[src/rtl/core/rcda_pkg.sv]
`default_nettype none

package rcda_pkg;

  // Channel and register widths.
  localparam int unsigned RAW_W   = 12;
  localparam int unsigned DBL_W   = 13;
  localparam int unsigned CMD_W   = 14;
  localparam int unsigned DB_W    = 10;
  localparam int unsigned SLOPE_W = 16;
  localparam int unsigned Q_SHIFT = 14;
  localparam int unsigned NUM_CH  = 6;
  localparam int unsigned NUM_AXES = 3;

  localparam int unsigned CFG_IDX_W  = 3;
  localparam int unsigned CFG_DATA_W = 16;

  localparam int unsigned IN_TDATA_W  = 72;
  localparam int unsigned OUT_TDATA_W = 72;

  // Channel slots in the held frame.
  localparam int unsigned CH_ROLL  = 0;
  localparam int unsigned CH_PITCH = 1;
  localparam int unsigned CH_YAW   = 2;
  localparam int unsigned CH_THR   = 3;
  localparam int unsigned CH_AUX1  = 4;
  localparam int unsigned CH_AUX3  = 5;

  // Saturation magnitudes of the stick commands.
  localparam logic [CMD_W-1:0] CMD_POS_LIM = 14'd8191;
  localparam logic [CMD_W-1:0] CMD_NEG_LIM = 14'd8192;

  // Reset values.
  localparam logic [RAW_W-1:0]   STICK_RST     = 12'd1500;
  localparam logic [RAW_W-1:0]   AUX_RST       = 12'd0;
  localparam logic [DBL_W-1:0]   MID_RST       = 13'd3000;
  localparam logic [DB_W-1:0]    DEADBAND_RST  = 10'd40;
  localparam logic [SLOPE_W-1:0] SLOPE_RST     = 16'd16384;
  localparam logic [DBL_W-1:0]   MIN_CHECK_RST = 13'd2200;
  localparam logic [DBL_W-1:0]   MAX_CHECK_RST = 13'd3800;
  localparam logic [DBL_W-1:0]   MIN_THR_RST   = 13'd2300;

  typedef enum logic [CFG_IDX_W-1:0] {
    CFG_MID_COMMAND    = 3'd0,
    CFG_DEADBAND       = 3'd1,
    CFG_DEADBAND_SLOPE = 3'd2,
    CFG_MIN_CHECK      = 3'd3,
    CFG_MAX_CHECK      = 3'd4,
    CFG_MIN_THROTTLE   = 3'd5
  } cfg_index_e;

  typedef struct packed {
    logic is_armed;
    logic pid_reset;
    logic zero_pid_pulse;
    logic gyro_cal_request;
    logic pid_init_request;
    logic rt_data_request;
  } arm_flags_t;

endpackage

`default_nettype wire

[src/rtl/core/rc_command_deadband_arming.sv]
`default_nettype none

// RC command conditioner. Each input item is one receiver frame: tdata
// carries roll, pitch, yaw, throttle, aux1 and aux3 (12 bits each) and
// tuser is rc_active; a frame with rc_active low reuses the last fresh
// channels. The block takes one item per clock cycle while the output is
// not stalled and offers its result from the result register: the frame
// is latched in the held channel register, and the deadband multipliers
// and arming logic feed the result register. s_axis_tready follows
// m_axis_tready combinationally, so the block stalls only while both stages
// hold an item and the result is not being taken. Configuration registers
// may be written only while no item is in flight.
module rc_command_deadband_arming (
  input  logic                                 clk_i,
  input  logic                                 rst_ni,
  input  logic                                 s_axis_tvalid,
  output logic                                 s_axis_tready,
  // roll_raw, pitch_raw, yaw_raw, throttle_raw, aux1_raw, aux3_raw
  input  logic [rcda_pkg::IN_TDATA_W-1:0]      s_axis_tdata,
  // rc_active
  input  logic                                 s_axis_tuser,
  output logic                                 m_axis_tvalid,
  input  logic                                 m_axis_tready,
  // roll_cmd, pitch_cmd, yaw_cmd, throttle_cmd, detent_flags, is_armed,
  // rate_mode, pid_reset, zero_pid_pulse, gyro_cal_request,
  // pid_init_request, rt_data_request, zero fill
  output logic [rcda_pkg::OUT_TDATA_W-1:0]     m_axis_tdata,
  input  logic                                 cfg_valid_i,
  output logic                                 cfg_ready_o,
  input  logic [rcda_pkg::CFG_IDX_W-1:0]       cfg_index_i,
  input  logic [rcda_pkg::CFG_DATA_W-1:0]      cfg_data_i
);
  import rcda_pkg::*;

  localparam int unsigned PAYLOAD_W = NUM_AXES * CMD_W + DBL_W + NUM_AXES + 7;

  logic [DBL_W-1:0]   mid_q, min_check_q, max_check_q, min_thr_q;
  logic [DB_W-1:0]    db_q;
  logic [SLOPE_W-1:0] slope_q;

  logic [RAW_W-1:0]   held_q [NUM_CH];
  logic               s1_valid_q;
  logic               out_valid_q;
  logic [PAYLOAD_W-1:0] out_data_q, out_data_d;

  logic               in_accept, advance, out_free;
  logic signed [CMD_W-1:0] cmd [NUM_AXES];
  logic [NUM_AXES-1:0] detent;
  logic [DBL_W-1:0]   thr, aux1, aux3;
  logic               rate_mode;
  arm_flags_t         flags;

  assign cfg_ready_o = 1'b1;

  always_ff @(posedge clk_i or negedge rst_ni) begin
    if (!rst_ni) begin
      mid_q       <= MID_RST;
      db_q        <= DEADBAND_RST;
      slope_q     <= SLOPE_RST;
      min_check_q <= MIN_CHECK_RST;
      max_check_q <= MAX_CHECK_RST;
      min_thr_q   <= MIN_THR_RST;
    end else if (cfg_valid_i) begin
      case (cfg_index_i)
        CFG_MID_COMMAND:    mid_q       <= cfg_data_i[DBL_W-1:0];
        CFG_DEADBAND:       db_q        <= cfg_data_i[DB_W-1:0];
        CFG_DEADBAND_SLOPE: slope_q     <= cfg_data_i[SLOPE_W-1:0];
        CFG_MIN_CHECK:      min_check_q <= cfg_data_i[DBL_W-1:0];
        CFG_MAX_CHECK:      max_check_q <= cfg_data_i[DBL_W-1:0];
        CFG_MIN_THROTTLE:   min_thr_q   <= cfg_data_i[DBL_W-1:0];
        default: ;
      endcase
    end
  end

  assign out_free      = !out_valid_q || m_axis_tready;
  assign advance       = s1_valid_q && out_free;
  assign s_axis_tready = !s1_valid_q || out_free;
  assign in_accept     = s_axis_tvalid && s_axis_tready;

  // The held channels double as the input register of the pipeline.
  always_ff @(posedge clk_i or negedge rst_ni) begin
    if (!rst_ni) begin
      held_q[CH_ROLL]  <= STICK_RST;
      held_q[CH_PITCH] <= STICK_RST;
      held_q[CH_YAW]   <= STICK_RST;
      held_q[CH_THR]   <= STICK_RST;
      held_q[CH_AUX1]  <= AUX_RST;
      held_q[CH_AUX3]  <= AUX_RST;
      s1_valid_q       <= 1'b0;
    end else begin
      if (in_accept && s_axis_tuser) begin
        for (int i = 0; i < NUM_CH; i++) begin
          held_q[i] <= s_axis_tdata[i*RAW_W +: RAW_W];
        end
      end
      if (in_accept) begin
        s1_valid_q <= 1'b1;
      end else if (advance) begin
        s1_valid_q <= 1'b0;
      end
    end
  end

  for (genvar a = 0; a < NUM_AXES; a++) begin : g_axis
    rcda_axis u_axis (
      .raw_i    (held_q[a]),
      .mid_i    (mid_q),
      .db_i     (db_q),
      .slope_i  (slope_q),
      .cmd_o    (cmd[a]),
      .inside_o (detent[a])
    );
  end

  assign thr       = {held_q[CH_THR], 1'b0};
  assign aux1      = {held_q[CH_AUX1], 1'b0};
  assign aux3      = {held_q[CH_AUX3], 1'b0};
  assign rate_mode = (aux3 > mid_q);

  rcda_arm u_arm (
    .clk_i       (clk_i),
    .rst_ni      (rst_ni),
    .advance_i   (advance),
    .roll_i      (cmd[CH_ROLL]),
    .pitch_i     (cmd[CH_PITCH]),
    .yaw_i       (cmd[CH_YAW]),
    .thr_i       (thr),
    .aux1_i      (aux1),
    .mid_i       (mid_q),
    .min_check_i (min_check_q),
    .max_check_i (max_check_q),
    .min_thr_i   (min_thr_q),
    .flags_o     (flags)
  );

  assign out_data_d = {flags.rt_data_request, flags.pid_init_request,
                       flags.gyro_cal_request, flags.zero_pid_pulse,
                       flags.pid_reset, rate_mode, flags.is_armed, detent, thr,
                       cmd[CH_YAW], cmd[CH_PITCH], cmd[CH_ROLL]};

  always_ff @(posedge clk_i or negedge rst_ni) begin
    if (!rst_ni) begin
      out_valid_q <= 1'b0;
    end else if (out_free) begin
      out_valid_q <= s1_valid_q;
    end
  end

  always_ff @(posedge clk_i) begin
    if (advance) begin
      out_data_q <= out_data_d;
    end
  end

  assign m_axis_tvalid = out_valid_q;
  assign m_axis_tdata  = {{(OUT_TDATA_W - PAYLOAD_W){1'b0}}, out_data_q};

`ifndef SYNTHESIS
  a_detent_zero: assert property (@(posedge clk_i) disable iff (!rst_ni)
    m_axis_tvalid && m_axis_tdata[3*CMD_W + DBL_W] |-> m_axis_tdata[CMD_W-1:0] == '0)
    else $error("roll inside deadband but command not zero");

  a_disarmed_pid_reset: assert property (@(posedge clk_i) disable iff (!rst_ni)
    m_axis_tvalid && !out_data_q[PAYLOAD_W-7] |-> out_data_q[PAYLOAD_W-5])
    else $error("pid_reset low while disarmed");

  a_gesture_disarmed: assert property (@(posedge clk_i) disable iff (!rst_ni)
    m_axis_tvalid && (out_data_q[PAYLOAD_W-1] || out_data_q[PAYLOAD_W-2] ||
                      out_data_q[PAYLOAD_W-3])
    |-> !out_data_q[PAYLOAD_W-7] && out_data_q[PAYLOAD_W-4])
    else $error("gesture request on an armed frame");

  a_stale_holds: assert property (@(posedge clk_i) disable iff (!rst_ni)
    in_accept && !s_axis_tuser |=> held_q[CH_ROLL] == $past(held_q[CH_ROLL]) &&
                                   held_q[CH_AUX1] == $past(held_q[CH_AUX1]))
    else $error("stale frame changed the held channels");
`endif

endmodule

`default_nettype wire

[src/rtl/core/rcda_axis.sv]
`default_nettype none

module rcda_axis (
  input  logic [rcda_pkg::RAW_W-1:0]   raw_i,
  input  logic [rcda_pkg::DBL_W-1:0]   mid_i,
  input  logic [rcda_pkg::DB_W-1:0]    db_i,
  input  logic [rcda_pkg::SLOPE_W-1:0] slope_i,
  output logic signed [rcda_pkg::CMD_W-1:0] cmd_o,
  output logic                         inside_o
);
  import rcda_pkg::*;

  localparam int unsigned CW = CMD_W + 1;
  localparam int unsigned PW = CMD_W + SLOPE_W;

  logic signed [CW-1:0]      centred;
  logic [CW-1:0]             neg_centred;
  logic                      neg;
  logic [CMD_W-1:0]          abs_c;
  logic [CMD_W-1:0]          mag;
  logic [PW-1:0]             prod;
  logic [PW-Q_SHIFT-1:0]     scaled;
  logic [CMD_W-1:0]          lim;

  always_comb begin
    centred     = $signed({2'b00, raw_i, 1'b0}) - $signed({2'b00, mid_i});
    neg         = centred[CW-1];
    neg_centred = -centred;
    abs_c       = neg ? neg_centred[CMD_W-1:0] : centred[CMD_W-1:0];
    inside_o    = (abs_c <= CMD_W'(db_i));
    mag         = abs_c - CMD_W'(db_i);
    prod        = PW'(mag) * PW'(slope_i);
    scaled      = prod[PW-1:Q_SHIFT];
    // The negative side reaches one step further than the positive side.
    if (neg) begin
      lim = (scaled > (PW-Q_SHIFT)'(CMD_NEG_LIM)) ? CMD_NEG_LIM : scaled[CMD_W-1:0];
    end else begin
      lim = (scaled > (PW-Q_SHIFT)'(CMD_POS_LIM)) ? CMD_POS_LIM : scaled[CMD_W-1:0];
    end
    if (inside_o) begin
      cmd_o = '0;
    end else if (neg) begin
      cmd_o = $signed(-lim);
    end else begin
      cmd_o = $signed(lim);
    end
  end

endmodule

`default_nettype wire

[src/rtl/core/rcda_arm.sv]
`default_nettype none

module rcda_arm (
  input  logic                              clk_i,
  input  logic                              rst_ni,
  input  logic                              advance_i,
  input  logic signed [rcda_pkg::CMD_W-1:0] roll_i,
  input  logic signed [rcda_pkg::CMD_W-1:0] pitch_i,
  input  logic signed [rcda_pkg::CMD_W-1:0] yaw_i,
  input  logic [rcda_pkg::DBL_W-1:0]        thr_i,
  input  logic [rcda_pkg::DBL_W-1:0]        aux1_i,
  input  logic [rcda_pkg::DBL_W-1:0]        mid_i,
  input  logic [rcda_pkg::DBL_W-1:0]        min_check_i,
  input  logic [rcda_pkg::DBL_W-1:0]        max_check_i,
  input  logic [rcda_pkg::DBL_W-1:0]        min_thr_i,
  output rcda_pkg::arm_flags_t              flags_o
);
  import rcda_pkg::*;

  logic                    armed_q, armed_d;
  logic                    disarm, arm_go;
  logic signed [CMD_W-1:0] lo, hi;

  always_comb begin
    lo     = $signed({1'b0, min_check_i}) - $signed({1'b0, mid_i});
    hi     = $signed({1'b0, max_check_i}) - $signed({1'b0, mid_i});
    disarm = (aux1_i < mid_i);
    arm_go = (aux1_i > mid_i) && (thr_i < min_check_i) && !armed_q;
    if (disarm) begin
      armed_d = 1'b0;
    end else if (arm_go) begin
      armed_d = 1'b1;
    end else begin
      armed_d = armed_q;
    end
    flags_o.is_armed         = armed_d;
    flags_o.pid_reset        = !(armed_d && (thr_i > min_thr_i));
    flags_o.zero_pid_pulse   = disarm || arm_go;
    // Stick gestures count only on a frame with the arm switch off.
    flags_o.gyro_cal_request = disarm && (yaw_i < lo) && (roll_i > hi) && (pitch_i < lo);
    flags_o.pid_init_request = disarm && (yaw_i < lo) && (roll_i > hi) && (pitch_i > hi);
    flags_o.rt_data_request  = disarm && (yaw_i > lo) && (roll_i < hi) && (pitch_i < lo);
  end

  always_ff @(posedge clk_i or negedge rst_ni) begin
    if (!rst_ni) begin
      armed_q <= 1'b0;
    end else if (advance_i) begin
      armed_q <= armed_d;
    end
  end

endmodule

`default_nettype wire

[config.mk]
export PLATFORM = sky130hd
export DESIGN_NAME = rc_command_deadband_arming
export DESIGN_NICKNAME = d
export VERILOG_FILES = /design/src/rtl/core/rcda_pkg.sv /design/src/rtl/core/rc_command_deadband_arming.sv /design/src/rtl/core/rcda_axis.sv /design/src/rtl/core/rcda_arm.sv
export SDC_FILE = /design/constraint.sdc
export NUM_CORES = 2
export LEC_CHECK = 0
export BUFFER_PORTS_ARGS = -buffer_cell sky130_fd_sc_hd__buf_4
export CORE_UTILIZATION = 49
export CTS_CLUSTER_SIZE = 28
export DETAILED_ROUTE_END_ITERATION = 12
export PLACE_DENSITY_LB_ADDON = 0.08
export SYNTH_ARGS = -nofsm -noshare
export SYNTH_HDL_FRONTEND = slang
export SYNTH_SLANG_ARGS = --single-unit
[constraint.sdc]
create_clock -name clk_i -period 17.7 [get_ports clk_i]
set_input_delay 0.885 -clock clk_i [delete_from_list [all_inputs] [get_ports clk_i]]
set_output_delay 0.885 -clock clk_i [all_outputs]
set_load 0.03 [all_outputs]
==> flow_summary.yaml <==
outcome:
  run_status: "completed"
synthesis:
  synth.avg_cell_area_um2: 9.02
  ys_seq_area_share_pct: 14.7
  ys_seq_elements: 217
  yosys.cell_types.count: 95
  synth_ff_type: "dfrtp_1"
  synth_warnings: 0
  netlist_instances: 4402
  async_flop_share_pct: 70.5
  synth_area_mm2: 0.0397
  synth-edff-count: 64
sta:
  fin_crit_ns: 16.12
  rsz0062_at_grt: "no"
  clock_skew_ns: 0.0466
  slew_violations: 0
  finalSetupViolations: 0
  layout_worst_path_cycle_share_pct: 91.1
  final-hold-violation-count: 0
  setup_tns_ns: 0
  tightestPinTransition_ns: 1.33
  setup_slack_ns: 1.58
  fmax_mhz: 62.0
  relSlewSlack_pct: 10.7
worst_setup_path:
  path_class: "reg -> reg"
  worst_setup_path_end_kind: "flip-flop"
  r2r-start: "mid_q[1]"
  r2r_cells: 56
  critical_path_arrival_ns: 16.53
  r2r-end: "out_data_q[62]"
  crit_path_max_fanout: 26
  start_kind: "flip-flop"
  max_stage_delay_ns: 0.88
  rrSetupSlack_ns: 1.58
  crit_path_frequent_cell: "fa_1"
  cp.required_ns: 18.11
  crit_path_top_delay_cell: "a2111oi_0"
clock_network:
  clk_latency_ns: 0.57
  cts_made_buffers: 24
  cts_setup_buffers: 0
  cts_sinks: 217
  root_buffer: "clkbuf_16"
  hold_buffers: 0
  cts_max_path_buffers: 3
  cts_tree: "done"
  cts.clk_slew.worst_paths_ns: 0.06
  cts_resized: 0
  htree_levels: 1
floorplan:
  die_w_um: 287
  ios: 172
  die_h_um: 287
  core_mm2: 0.0804
  core.rowCount: 104
  start_util_pct: 49.4
  die_area_mm2: 0.0822
finish:
  final_common_cell: "inv_1"
  n_fill_cell: 7604
  postLayoutCellArea_mm2: 0.0430
  area_delta_synth_final_pct: 8.29
  drive_gt1_share_pct: 12.5
  num_antenna_cells: 0
  regArea_mm2: 0.00582
  nNetsFinal: 5551
  multiInputGateArea_mm2: 0.0310
  finish.utilization_pct: 53.5
  final_cell_mix: "615 x inv_1, 579 x nand2_1, 500 x fa_1"
place:
  place.gp.congestion: 0.935
  port_buffers: 162
  dpl_cell_area_mm2: 0.0423
  post-place-ws_ns: 1.68
  dp_hpwl_um: 91000
route:
  vias: 31700
  routed_wl_um: 114000
  drcViolationCount: 0
  drt_pass1_iterations: 5
  vias_per_cell: 5.71
  first_iter_violations: 2035
  antenna_left: 0
  routedWlPerCell_um: 20.5
global_route:
  grt_first_pass_wirelength_um: 180000
  grt_max_degree: 105
  grt_antenna_before_repair: 0
  grt_usage_pct: 28.0
  overflow: 0
  grt_pass1_vias: 31500
flow_run:
  cap_violations: 0
hold_path:
  hold_path_class: "in -> async"
## worst max-delay path, delay by kind of cell (launching register included)
family / cells / cell delay (ns)
xor gates and xnor gates: 2 / 0.37
adders and majority gates: 11 / 4.71
DFF: 1 / 0.37
AOI/OAI and AO/OA: 24 / 6.35
and+or+nand+nor: 13 / 3.20
buffers and inverters: 6 / 0.95
## worst max path at each step
stage                         from              to
after global placement    mid_q[1]  out_data_q[64]
final                     mid_q[1]  out_data_q[62]
after detailed placement  mid_q[1]  out_data_q[63]
after global routing      mid_q[1]  out_data_q[62]
after CTS                 mid_q[1]  out_data_q[63]
after floorplan           mid_q[1]  out_data_q[63]
## cells by family after synthesis
kind of cell / synth area share (%)
simple gates: 16.3
fa+ha+maj: 40.2
buf+inv: 7.74
compound gates: 13.4
flops: 14.7
mux: 4.59
xor+xnor: 3.09
other cells: 0.0189
## final cells by class
type	instances	area share, %
clock buffers	31	1.50
clock inverters	13	0.273
inverters	615	5.37
multi-input cells	3388	72.2
flip-flops and latches	217	13.5
well taps	1060	3.08
repair buffers	232	4.06
## Yosys cell counts (all sizes together) (48+ instances only)
library cell | count | area share (%)
nand2 | 579 | 5.5
mux2 | 138 | 3.9
o21ai | 164 | 2.1
a21oi | 194 | 2.5
clkbuf | 166 | 1.6
nand3 | 52 | 0.66
edfxtp | 64 | 4.8
nand2b | 48 | 0.76
xnor2 | 96 | 2.1
a211oi | 49 | 0.96
dfstp | 56 | 3.7
nor3 | 66 | 0.83
dfrtp | 97 | 6.1
nor2 | 139 | 1.3
fa | 500 | 25
inv | 615 | 5.8
ha | 476 | 15
and2 | 203 | 3.2
a21o | 58 | 1.1
## registers in the layout, indices dropped and copies added (netlist names)
register and flops:
out_data_q 64, held_q 48, slope_q 16, max_check_q 13, mid_q 13, min_check_q 13, min_thr_q 13, aux1 12
aux3 12, db_q 10, m_axis_tvalid 1, s1_valid_q 1, u_arm.armed_q 1
## per-layer routing
layer / track usage, % / routed length (um)
met5: 0 / 0
met2: 47.1 / 54900
met1: 38.1 / 49900
met4: 8.05 / 3530
met3: 2.77 / 5460
## stage by stage
| stage | hold WS [ns] | std cells |
|---|---|---|
| after CTS | 0.504 | 5556 |
| after floorplan | 0.449 | 4409 |
| after detailed placement | 0.493 | 5512 |
| after global routing | 0.512 | 5556 |
| final | 0.457 | 5556 |
| after global placement | 0.483 | 5512 |
Power is left out: the tool's default activity adds up to more than one toggle a clock period on the data nets, which glitch-free logic cannot reach.
